==> config.mk <==
export PLATFORM = sky130hd
export DESIGN_NAME = sparse_polynomial_adder
export DESIGN_NICKNAME = d
export VERILOG_FILES = /design/src/rtl/core/spa_pkg.sv /design/src/rtl/core/spa_front.sv /design/src/rtl/core/spa_back.sv /design/src/rtl/core/sparse_polynomial_adder.sv
export SDC_FILE = /design/constraint.sdc
export NUM_CORES = 2
export LEC_CHECK = 0
export ABC_AREA = 1
export BUFFER_PORTS_ARGS = -buffer_cell sky130_fd_sc_hd__buf_2
export CAP_MARGIN = 40
export CELL_PAD_IN_SITES_DETAIL_PLACEMENT = 2
export CELL_PAD_IN_SITES_GLOBAL_PLACEMENT = 2
export CORE_UTILIZATION = 41
export DETAILED_ROUTE_END_ITERATION = 6
export PLACE_DENSITY = 0.78
export SYNTH_ARGS = -nofsm -noshare
export SYNTH_HDL_FRONTEND = slang
export SYNTH_SLANG_ARGS = --single-unit
==> constraint.sdc <==
create_clock -name clk -period 5.4 [get_ports clk]
set_input_delay 0.81 -clock clk [delete_from_list [all_inputs] [get_ports clk]]
set_output_delay 0.81 -clock clk [all_outputs]
set_load 0.01 [all_outputs]
==> src/rtl/core/spa_pkg.sv <==
// Shared types and codes for the sparse polynomial adder.
package spa_pkg;

  typedef enum logic [1:0] {
    CMD_APPEND_FIRST  = 2'd0,
    CMD_APPEND_SECOND = 2'd1,
    CMD_ADD           = 2'd2,
    CMD_CLEAR         = 2'd3
  } cmd_e;

  localparam logic [1:0] ST_OK    = 2'd0;
  localparam logic [1:0] ST_FULL  = 2'd1;
  localparam logic [1:0] ST_EMPTY = 2'd2;

  localparam int CoeffW = 32;
  localparam int PowerW = 16;
  localparam int SumW   = CoeffW + 1;

  // Command queue between front and back; depth is a power of two.
  localparam int QueueDepth = 2;

  typedef enum logic [1:0] {
    BK_IDLE,
    BK_READ,
    BK_MERGE
  } back_state_e;

  typedef struct packed {
    cmd_e                     op;
    logic signed [CoeffW-1:0] coeff;
    logic [PowerW-1:0]        power;
  } item_t;

  typedef struct packed {
    logic  valid;
    item_t item;
  } head_t;

endpackage

==> src/rtl/core/spa_front.sv <==
// Front end: takes commands, decodes them and queues them for the back end.
module spa_front (
  input  logic                                clk,
  input  logic                                rst,
  input  logic                                start,
  input  logic [1:0]                          command,
  input  logic signed [spa_pkg::CoeffW-1:0]   term_coeff,
  input  logic [spa_pkg::PowerW-1:0]          term_power,
  input  logic                                pop,
  output logic                                busy,
  output spa_pkg::head_t                      head
);

  localparam int PtrW = $clog2(spa_pkg::QueueDepth);

  spa_pkg::item_t queue [spa_pkg::QueueDepth];
  logic [PtrW-1:0] wr_ptr;
  logic [PtrW-1:0] rd_ptr;
  logic [PtrW:0]   fill;
  logic            push;

  assign push = start && !busy;
  assign busy = (fill == (PtrW+1)'(spa_pkg::QueueDepth));

  always_ff @(posedge clk) begin
    if (rst) begin
      wr_ptr <= '0;
      rd_ptr <= '0;
      fill   <= '0;
    end else begin
      if (push) begin
        wr_ptr <= wr_ptr + 1'b1;
      end
      if (pop) begin
        rd_ptr <= rd_ptr + 1'b1;
      end
      case ({push, pop})
        2'b10:   fill <= fill + 1'b1;
        2'b01:   fill <= fill - 1'b1;
        default: fill <= fill;
      endcase
    end
  end

  always_ff @(posedge clk) begin
    if (push) begin
      queue[wr_ptr] <= '{op: spa_pkg::cmd_e'(command), coeff: term_coeff, power: term_power};
    end
  end

  assign head.valid = (fill != '0);
  assign head.item  = queue[rd_ptr];

endmodule

==> src/rtl/core/spa_back.sv <==
// Back end: term list storage, append/clear handling and the merge sequencer.
module spa_back #(
  parameter int MAX_TERMS = 32
) (
  input  logic                                clk,
  input  logic                                rst,
  input  spa_pkg::head_t                      head,
  output logic                                pop,
  output logic                                strobe,
  output logic signed [spa_pkg::SumW-1:0]     sum_coeff,
  output logic [spa_pkg::PowerW-1:0]          sum_power,
  output logic                                last_term,
  output logic [1:0]                          status
);

  localparam int CntW = $clog2(MAX_TERMS + 1);
  localparam int IdxW = (MAX_TERMS > 1) ? $clog2(MAX_TERMS) : 1;
  localparam int EntW = spa_pkg::CoeffW + spa_pkg::PowerW;

  logic [EntW-1:0] mem_a [MAX_TERMS];
  logic [EntW-1:0] mem_b [MAX_TERMS];
  logic [EntW-1:0] rd_a;
  logic [EntW-1:0] rd_b;

  spa_pkg::back_state_e state, state_next;
  logic [CntW-1:0] cnt_a, cnt_a_next;
  logic [CntW-1:0] cnt_b, cnt_b_next;
  logic [CntW-1:0] i, i_next;
  logic [CntW-1:0] j, j_next;

  logic                               we_a;
  logic                               we_b;
  logic                               out_next;
  logic signed [spa_pkg::SumW-1:0]    coeff_next;
  logic [spa_pkg::PowerW-1:0]         power_next;
  logic                               last_next;
  logic [1:0]                         status_next;

  logic signed [spa_pkg::CoeffW-1:0]  ca;
  logic signed [spa_pkg::CoeffW-1:0]  cb;
  logic [spa_pkg::PowerW-1:0]         pa;
  logic [spa_pkg::PowerW-1:0]         pb;
  logic                               have_a;
  logic                               have_b;
  logic                               take_a;
  logic                               take_b;

  assign ca = rd_a[EntW-1 -: spa_pkg::CoeffW];
  assign pa = rd_a[spa_pkg::PowerW-1:0];
  assign cb = rd_b[EntW-1 -: spa_pkg::CoeffW];
  assign pb = rd_b[spa_pkg::PowerW-1:0];
  assign have_a = (i < cnt_a);
  assign have_b = (j < cnt_b);

  // Term stores: written on append, read at the merge heads.
  always_ff @(posedge clk) begin
    if (we_a) begin
      mem_a[cnt_a[IdxW-1:0]] <= {head.item.coeff, head.item.power};
    end
    if (we_b) begin
      mem_b[cnt_b[IdxW-1:0]] <= {head.item.coeff, head.item.power};
    end
    rd_a <= mem_a[i[IdxW-1:0]];
    rd_b <= mem_b[j[IdxW-1:0]];
  end

  always_ff @(posedge clk) begin
    if (rst) begin
      state  <= spa_pkg::BK_IDLE;
      cnt_a  <= '0;
      cnt_b  <= '0;
      i      <= '0;
      j      <= '0;
      strobe <= 1'b0;
    end else begin
      state  <= state_next;
      cnt_a  <= cnt_a_next;
      cnt_b  <= cnt_b_next;
      i      <= i_next;
      j      <= j_next;
      strobe <= out_next;
    end
  end

  always_ff @(posedge clk) begin
    if (out_next) begin
      sum_coeff <= coeff_next;
      sum_power <= power_next;
      last_term <= last_next;
      status    <= status_next;
    end
  end

  always_comb begin
    state_next  = state;
    cnt_a_next  = cnt_a;
    cnt_b_next  = cnt_b;
    i_next      = i;
    j_next      = j;
    pop         = 1'b0;
    we_a        = 1'b0;
    we_b        = 1'b0;
    out_next    = 1'b0;
    coeff_next  = '0;
    power_next  = '0;
    last_next   = 1'b1;
    status_next = spa_pkg::ST_OK;
    take_a      = 1'b0;
    take_b      = 1'b0;

    case (state)
      spa_pkg::BK_IDLE: begin
        if (head.valid) begin
          pop = 1'b1;
          case (head.item.op)
            spa_pkg::CMD_APPEND_FIRST: begin
              out_next = 1'b1;
              if (cnt_a == CntW'(MAX_TERMS)) begin
                status_next = spa_pkg::ST_FULL;
              end else begin
                we_a       = 1'b1;
                cnt_a_next = cnt_a + 1'b1;
              end
            end
            spa_pkg::CMD_APPEND_SECOND: begin
              out_next = 1'b1;
              if (cnt_b == CntW'(MAX_TERMS)) begin
                status_next = spa_pkg::ST_FULL;
              end else begin
                we_b       = 1'b1;
                cnt_b_next = cnt_b + 1'b1;
              end
            end
            spa_pkg::CMD_CLEAR: begin
              out_next   = 1'b1;
              cnt_a_next = '0;
              cnt_b_next = '0;
            end
            spa_pkg::CMD_ADD: begin
              i_next = '0;
              j_next = '0;
              if (cnt_a == '0 && cnt_b == '0) begin
                out_next    = 1'b1;
                status_next = spa_pkg::ST_EMPTY;
              end else begin
                state_next = spa_pkg::BK_READ;
              end
            end
            default: begin
              out_next = 1'b1;
            end
          endcase
        end
      end

      // store read of the two heads lands in rd_a / rd_b
      spa_pkg::BK_READ: begin
        state_next = spa_pkg::BK_MERGE;
      end

      spa_pkg::BK_MERGE: begin
        if (have_a && have_b) begin
          take_a = (pa >= pb);
          take_b = (pb >= pa);
        end else begin
          take_a = have_a;
          take_b = !have_a;
        end
        out_next = 1'b1;
        if (take_a && take_b) begin
          coeff_next = {ca[spa_pkg::CoeffW-1], ca} + {cb[spa_pkg::CoeffW-1], cb};
        end else if (take_a) begin
          coeff_next = {ca[spa_pkg::CoeffW-1], ca};
        end else begin
          coeff_next = {cb[spa_pkg::CoeffW-1], cb};
        end
        power_next = take_a ? pa : pb;
        i_next     = i + CntW'(take_a);
        j_next     = j + CntW'(take_b);
        last_next  = (i_next >= cnt_a) && (j_next >= cnt_b);
        state_next = last_next ? spa_pkg::BK_IDLE : spa_pkg::BK_READ;
      end

      default: begin
        state_next = spa_pkg::BK_IDLE;
      end
    endcase
  end

  a_count_bound: assert property (@(posedge clk) disable iff (rst)
    (cnt_a <= CntW'(MAX_TERMS)) && (cnt_b <= CntW'(MAX_TERMS)))
    else $error("term count beyond list capacity");

  a_pop_idle: assert property (@(posedge clk) disable iff (rst)
    pop |-> (state == spa_pkg::BK_IDLE) && head.valid)
    else $error("command taken while merge in progress");

  a_merge_has_term: assert property (@(posedge clk) disable iff (rst)
    (state == spa_pkg::BK_MERGE) |-> ((i < cnt_a) || (j < cnt_b)))
    else $error("merge step with both lists exhausted");

  a_read_no_result: assert property (@(posedge clk) disable iff (rst)
    (state == spa_pkg::BK_READ) |=> !strobe)
    else $error("result emitted on a head read cycle");

  a_merge_result: assert property (@(posedge clk) disable iff (rst)
    (state == spa_pkg::BK_MERGE) |=> strobe)
    else $error("merge step gave no result");

endmodule

==> src/rtl/core/sparse_polynomial_adder.sv <==
// Sparse polynomial adder: two term lists with append, clear and a sorted merge.
//
// Commands go in on start/busy: a command transfers at a rising edge with start
// high and busy low. command selects append to first list, append to second,
// add, or clear; term_coeff/term_power carry the term for appends.
// Results come out on strobe for exactly one cycle each (sum_coeff, sum_power,
// last_term, status); the receiver cannot stall, so every strobe is a transfer.
// Commands sit in a two-entry queue; busy is high while it is full.
// An append or clear result is registered onto the ports once the back end,
// idle, takes its command from the queue head. Append and clear retire one per
// cycle while no add is merging; each gives one result.
// An add steps through a head read from the term store, then a compare and
// emit, for each term it gives, up to 2*MAX_TERMS terms, with last_term on
// the final one; with both lists empty it gives one result with status empty,
// as fast as an append.
// A full list refuses an append and reports status full.
// Reset empties both lists and the queue; the term stores themselves are not
// cleared, only their counts.
module sparse_polynomial_adder #(
  parameter int MAX_TERMS = 32
) (
  input  logic                                clk,
  input  logic                                rst,
  input  logic                                start,
  input  logic [1:0]                          command,
  input  logic signed [spa_pkg::CoeffW-1:0]   term_coeff,
  input  logic [spa_pkg::PowerW-1:0]          term_power,
  output logic                                busy,
  output logic                                strobe,
  output logic signed [spa_pkg::SumW-1:0]     sum_coeff,
  output logic [spa_pkg::PowerW-1:0]          sum_power,
  output logic                                last_term,
  output logic [1:0]                          status
);

  spa_pkg::head_t head;
  logic           pop;

  spa_front u_front (
    .clk        (clk),
    .rst        (rst),
    .start      (start),
    .command    (command),
    .term_coeff (term_coeff),
    .term_power (term_power),
    .pop        (pop),
    .busy       (busy),
    .head       (head)
  );

  spa_back #(
    .MAX_TERMS (MAX_TERMS)
  ) u_back (
    .clk       (clk),
    .rst       (rst),
    .head      (head),
    .pop       (pop),
    .strobe    (strobe),
    .sum_coeff (sum_coeff),
    .sum_power (sum_power),
    .last_term (last_term),
    .status    (status)
  );

endmodule

==> Yosys cells after proc, flatten, opt, wreduce, memory -nomap -nowiden <==
Memories as Yosys holds them, arrays and structs flattened. A register that Yosys moved wholly into a read port is not among the register bits.
Cells that the tools add are included.
{ "totals": {"n_memories": 3, "regBits": 83, "mem_bits_rw": 3172} }
{ "op_classes": {"n_lt_le_gt_ge": 6, "n_reduce_logical": 22, "n_eq_ne": 15, "muxes": 47, "addsub": 9} }
{ "mem_list": {"columns": ["name", "depth", "word_bits", "read_ports", "rd_ports_with_merged_regs", "wr", "line", "text"], "rows": [
  ["u_back.mem_a", 32, 48, 1, 1, 1, "spa_back.sv:20", "logic [EntW-1:0] mem_a [MAX_TERMS];"],
  ["u_back.mem_b", 32, 48, 1, 1, 1, "spa_back.sv:21", "logic [EntW-1:0] mem_b [MAX_TERMS];"],
  ["u_front.queue", 2, 50, 1, 1, 1, "spa_front.sv:16", "spa_pkg::item_t queue [spa_pkg::QueueDepth];"]
]} }
{ "op_table": {"columns": ["operator", "n"], "rows": [
  ["33-bit two-way mux", 2],
  ["6-bit case mux with 2 select lines", 4],
  ["32-bit by 32-bit adder with 33-bit output", 1],
  ["16-bit greater-or-equal comparator", 2],
  ["1-bit two-way mux", 27],
  ["6-bit two-way mux", 4],
  ["16-bit two-way mux", 1],
  ["6-bit by 1-bit adder with 6-bit output", 2],
  ["6-bit by 1-bit adder with 6-bit output (second input constant)", 2],
  ["6-bit equality test (second input constant)", 2],
  ["6-bit greater-or-equal comparator", 2],
  ["6-bit zero test", 2],
  ["6-bit less-than comparator", 2],
  ["2-bit case mux with 3 select lines", 2],
  ["2-bit equality test (second input constant)", 5],
  ["2-bit inequality test (second input constant)", 5],
  ["2-bit nonzero test", 5],
  ["2-bit two-way mux", 4],
  ["4-bit AND reduction", 2],
  ["2-bit by 1-bit equality test with 1-bit output (second input constant)", 3],
  ["3-bit AND reduction", 2],
  ["1-bit logical AND", 5],
  ["2-bit zero test", 2],
  ["1-bit case mux with 2 select lines", 2],
  ["7 further kinds", 9]
]} }

==> Logic depth before layout (Yosys ltp) <==
{ "logic_depth": {"ltp_word": 9, "depth_mapped": 28, "mapped_depth_nobuf": 27} }

==> Modules after synthesis <==
Synthesis repeated with hierarchy kept, for this count alone.
{ "hier_totals": {"cells_unflattened": 10402, "hier_area_um2": 133211.5} }
{ "by_module_without_submodules": {"columns": ["mod", "area_each_um2", "cells_each", "n_inst"], "rows": [
  ["spa_back", 129111.3, 10210, 1],
  ["spa_front", 4100.2, 192, 1]
]} }

==> Worst setup path after synthesis <==
Ideal clock, no wire load.
{ "synth_path": {"kind": "flip-flop to flip-flop", "from": "reg u_back.cnt_b[0]", "to": "mem u_back.mem_b[0][0] (netlist name) (enable)", "required_ns": 4.887, "setup_slack_ns": 0.351, "stages_incl_launch_ff": 10, "arrival_time_ns": 4.536, "path_buffers": 0, "cell_sequence": "dfxtp_1 -> inv_1 -> ha_1 -> nand2_1 -> nor2_1 -> nand3_1 -> inv_1 -> nor3_4 -> inv_1 -> nor3_1"} }
{ "synth_via": {"elab_chain_cells": 7} }
{ "synth_lines": {"columns": ["item", "line", "text"], "rows": [
  ["start: declaration", "spa_back.sv:27", "logic [CntW-1:0] cnt_b, cnt_b_next;"],
  ["start signal: assignment", "spa_back.sv:78", "cnt_b <= cnt_b_next;"],
  ["6-bit equality test", "spa_back.sv:127", "if (cnt_b == CntW'(MAX_TERMS)) begin"],
  ["1-bit two-way mux", "spa_back.sv:127", null],
  ["1-bit two-way mux", "spa_back.sv:115", "case (head.item.op)"],
  ["1-bit two-way mux", "spa_back.sv:113", "if (head.valid) begin"],
  ["1-bit two-way mux", "spa_back.sv:111", "case (state)"],
  ["1-bit two-way mux", "spa_back.sv:60", "if (we_b) begin"],
  ["1-bit two-way mux (implied by the code)", "spa_back.sv:61", "mem_b[cnt_b[IdxW-1:0]] <= {head.item.coeff, head.item.power};"],
  ["end: declaration", "spa_back.sv:21", null]
]} }
Parallel ways exist; a longest one is shown, timed or not.

==> Worst setup path in the final report <==
{ "layout_path": {"from": "reg u_back.cnt_b[4]", "to": "reg u_back.last_term (data pin)"} }
{ "layout_via": {"elab_chain_cells": 7, "word_cells_on_any_way": 11, "cone_classes": "2 x add/sub; 3 x order compare; 4 x mux; 2 x reduce/logical"} }
{ "layout_lines": {"columns": ["item", "line", "text"], "rows": [
  ["6-bit less-than comparator", "spa_back.sv:53", "assign have_b = (j < cnt_b);"],
  ["1-bit logical AND", "spa_back.sv:162", "if (have_a && have_b) begin"],
  ["1-bit two-way mux", "spa_back.sv:162", null],
  ["1-bit two-way mux", "spa_back.sv:111", null],
  ["6-bit by 1-bit adder with 6-bit output, on equally long branches", "spa_back.sv:178, spa_back.sv:179", null],
  ["6-bit greater-or-equal comparator", "spa_back.sv:180", "last_next = (i_next >= cnt_a) && (j_next >= cnt_b);"],
  ["1-bit logical AND *", "spa_back.sv:180", null],
  ["end signal: assignment", "spa_back.sv:89", "last_term <= last_next;"],
  ["end: declaration", "spa_back.sv:12", "output logic last_term,"]
]} }
Every way passes the cells marked *; elsewhere a longest branch is shown, timed or not. The select of a mux whose other input is x is not followed.
A chain may end at the register's enable or synchronous reset.

==> impl_summary.log <==
INFO  metric synth_cells = roughly 10,000
INFO  metric post-route-period-util = 0.935
INFO  metric num-fill-cells = 31,100
INFO  metric global_route.usage.total = 0.319
INFO  metric syn_to_final_growth = 13.7%
INFO  metric synth_largest_area_cell = edfxtp_1
INFO  metric failed_checks = max-slew violations
INFO  metric cap_violations = 0
INFO  metric post_route_setup_tns = 0 ns
INFO  metric design_area = 0.151 mm^2
INFO  metric synth_sequential_area_ratio = 0.749
INFO  metric setup.worst_path.start_class = flip-flop
INFO  metric postCtsSetupBuffers = 0
INFO  metric clock-skew-final = about 0.048 ns
INFO  metric worst-setup-path-type = flip-flop to flip-flop
INFO  metric multi_input_area = slightly above 0.03 mm^2
INFO  metric synth_fp_nets = 10,500
INFO  metric worst_ep_required_time = between 6 and 7 ns
INFO  metric ctsResizeCount = 0
INFO  metric tritoncts = done
INFO  metric top_layer = met5
INFO  metric yosys.cell_types.count = 51
INFO  metric firstDrtPassIters = 5
INFO  metric design.portCount = around 110
INFO  metric drt-vias-per-instance = 6.30
INFO  metric die_extent_in_x = around 570 um
INFO  metric grt_max_degree = 229
INFO  metric ys_seq_elements = 3,352
INFO  metric holdCritPathClass = primary input to flip-flop
INFO  metric antenna_left = 0
INFO  metric pwr_density = between 400 and 500 mW/mm^2
INFO  metric vias = 94,800
INFO  metric drc = 0
INFO  metric static-leakage-power = approximately 50 nW
INFO  metric detailedRoute.firstIterationViolations = 10,700
INFO  metric placement_rows = roughly 210
INFO  metric cts_root_buf = clkbuf_16
INFO  metric number_of_failing_setup_endpoints_in_the_final_timing_report = 0
INFO  metric grt_antenna_before_repair = 46
INFO  metric hold_viol_final = 0
INFO  metric met1_routed_length = 202 mm
INFO  metric wire_length_of_the_first_global_routing_pass = around 750 mm
INFO  metric finalWorstPathRequiredPeriod = 5.05 ns
INFO  metric syn_avg_cell_area = ~13 um^2
INFO  metric timing.critical_path.fanout_max = 37
INFO  metric cell_area_after_placement = 0.139 mm^2
INFO  metric worst_ep_arrival_time = between 5 and 6 ns
INFO  metric gp_congestion = 0.838
INFO  metric finish.net_count = 10,500
INFO  metric drt-wirelength-per-cell = 35.3 um
INFO  metric slew_headroom = -0.0503
INFO  metric grt_setup_unrepaired = false
INFO  metric maxClockFrequency = 198 MHz
INFO  metric portion_of_synthesized_cell_area_occupied_by_the_leading_cell_type = 0.729
INFO  metric met3_wirelength_from_detailed_routing = 38.5 mm
INFO  metric report.final.slew_viol_count = 100
INFO  metric starting_utilization_of_the_core_area = 0.413
INFO  metric met2_wirelength = 265 mm
INFO  metric synth_flop_cell = edfxtp_1
INFO  metric grt_pass1_vias = between 100k and 150k
INFO  metric htree_num_levels = 5
INFO  metric numCtsBuffers = roughly 360
INFO  metric yosysWarnings = 0
INFO  metric count_of_flip_flops_with_a_built_in_enable_after_synthesis = ~3,200
INFO  metric syn_area = 0.133 mm^2
INFO  metric clk_transition_reported_paths = 0.06 ns
INFO  metric hpwlAfterDp = 291 mm
INFO  metric worstSkewPairLatency = 0.96 ns
INFO  metric drt-total-wl = 531 mm
INFO  metric cts.path.max_buffers = 4
INFO  metric synth.area.top_cells = edfxtp_1 (73%), o21ai_0 (6.7%), nor2_1 (5.8%), o22ai_1 (4.4%), nand2_1 (2.1%)
INFO  metric share_of_async_settable_or_async_resettable_flops_after_synthesis = 0
INFO  metric run_status = finished with violations
INFO  metric max-vdd-ir-drop = 454 uV
INFO  metric die_height = 571 um
INFO  metric placement.io_buffers = 106
INFO  metric clkSinkCount = about 3,400
INFO  metric area.sequential = about 0.099 mm^2
INFO  metric gr-total-overflow = 0
INFO  metric worst-slew-pin-transition = 1.58 ns
INFO  metric endpoint_kind = flip-flop
INFO  metric cts.hold.buffers_added = 0
INFO  metric final_layout_size_suffix_gt1_frac = 0.0965
INFO  metric die_outline_area = approximately 0.33 mm^2
INFO  metric floorplan.core_area = 0.322 mm^2
routing by layer:
layer  vias up  global-route usage
met2      4774               0.550
met3      1298              0.0414
met4        12               0.143
met1     50300               0.400
li1      38300                   -
met5         -                   0
path summary, 6_finish.rpt:
| path | from | to | slack [ns] | depth (start not counted) |
|---|---|---|---|---|
| max | u_back.cnt_b[4]$_SDFFE_PP0P_ | u_back.last_term$_SDFFCE_PN1P_ | 0.35 | 22 |
| min | term_power[14] | u_front.queue[0][14]$_DFFE_PP_ | 0.05 | 1 |
| max reg2reg | u_back.cnt_b[4]$_SDFFE_PP0P_ | u_back.last_term$_SDFFCE_PN1P_ | 0.35 | 22 |
| min reg2reg | u_front.rd_ptr$_SDFFE_PP0P_ | u_front.rd_ptr$_SDFFE_PP0P_ | 0.51 | 2 |
per-stage QoR:
step                utilization  std cells  setup WS (ns)  power (W)  hold slack, ns
floorplan                     -      10400          0.351     0.0345           0.442
global placement          0.431      14300          0.600     0.0374           0.495
detailed placement        0.433      14300          0.481     0.0381           0.503
CTS                       0.468      15000          0.429     0.0629         0.00483
global route              0.469      15000         0.0491     0.0641          0.0343
finish                    0.469      15000          0.352     0.0629          0.0515
kinds of logic (layout without fill, tap and decap cells):
logic type               after synthesis  count (layout)  synth area share
flip-flops                          3352            3352             0.749
AO/OA/AOI/OAI                       3049            3049             0.124
AND/OR/NAND/NOR                     2955            2955            0.0858
buffers and inverters                870            1193            0.0275
adder cells (fa/ha/maj)               84              84           0.00798
multiplexers                          49              49           0.00415
XOR/XNOR                              24              24           0.00158
other                                  0              27                 0
layout make-up:
| class | instances | area share |
|---|---|---|
| clock inverters | 198 | 0.0116 |
| clock buffers | 462 | 0.0647 |
| repair buffers | 358 | 0.0237 |
| multi-input cells | 6161 | 0.200 |
| diodes | 27 | 0.000448 |
| inverters | 175 | 0.00478 |
| well taps | 4305 | 0.0357 |
| flip-flops and latches | 3352 | 0.659 |
synthesized netlist by cell type, types with 3 or more instances:
master	number
edfxtp_1	3224
nor2_1	2066
o21ai_0	1773
o22ai_1	927
nand2_1	756
clkbuf_1	440
buf_2	201
o21ai_1	184
inv_1	162
a21oi_1	141
dfxtp_1	128
ha_1	83
nand3_1	79
mux2_2	48
buf_1	27
buf_4	21
xor2_1	20
nand4_1	14
nor3_1	12
inv_2	9
buf_6	6
o21bai_1	6
a21o_1	5
nor4_1	5
xnor2_1	4
nand2_2	3
nor2_2	3
o21ai_2	3
or2_2	3
worst max-delay path: stages (launching register included):
cell and delay, ns:
dfxtp_1 0.53, clkinv_1 0.41, ha_1 0.42, nand2_1 0.07
nor2_1 0.13, o21ai_1 0.09, nand2_1 0.12, nor2_2 0.07
nand2_4 0.38, nand2_8 0.34, inv_6 0.40, ha_1 0.29
ha_1 0.21, nand2_1 0.07, nor2_1 0.14, xor2_1 0.21
ha_1 0.26, nand2_1 0.08, inv_1 0.06, o211ai_1 0.09
o2111ai_1 0.16, nand2_1 0.11, nand2_1 0.06
cell usage in the layout (no fill, tap or decap), types with 14 or more instances in the layout:
| master | instances |
|---|---|
| edfxtp_1 | 3224 |
| nor2_1 | 2001 |
| o21ai_0 | 1773 |
| o22ai_1 | 927 |
| nand2_1 | 755 |
| clkbuf_16 | 369 |
| o21ai_1 | 184 |
| buf_4 | 165 |
| inv_1 | 158 |
| a21oi_1 | 141 |
| dfxtp_1 | 117 |
| buf_2 | 107 |
| ha_1 | 83 |
| nand3_1 | 79 |
| clkinv_1 | 75 |
| clkbuf_1 | 75 |
| clkinv_2 | 72 |
| buf_12 | 71 |
| nor2_4 | 66 |
| mux2_2 | 46 |
| diode_2 | 27 |
| bufinv_16 | 26 |
| xor2_1 | 20 |
| clkbuf_8 | 18 |
| nand4_1 | 14 |
state kept, by name, indices dropped and copies added (netlist names), 6 cells and up, named ones only:
| signal | flops |
|---|---|
| u_back.i | 6 |
| u_back.sum_coeff | 33 |
| u_back.cnt_b | 6 |
| u_back.j | 6 |
| u_back.cnt_a | 6 |
| u_front.queue | 100 |
| u_back.rd_b | 48 |
| u_back.mem_b | 1536 |
| u_back.sum_power | 16 |
| u_back.mem_a | 1536 |
| u_back.rd_a | 48 |
power by group:
| part | internal (W) | switching, W |
|---|---|---|
| clock | 0.0140 | 0.0110 |
| sequential | 0.0310 | 0.000566 |
| combinational | 0.00117 | 0.00510 |
(Power assumes the default switching activity.)
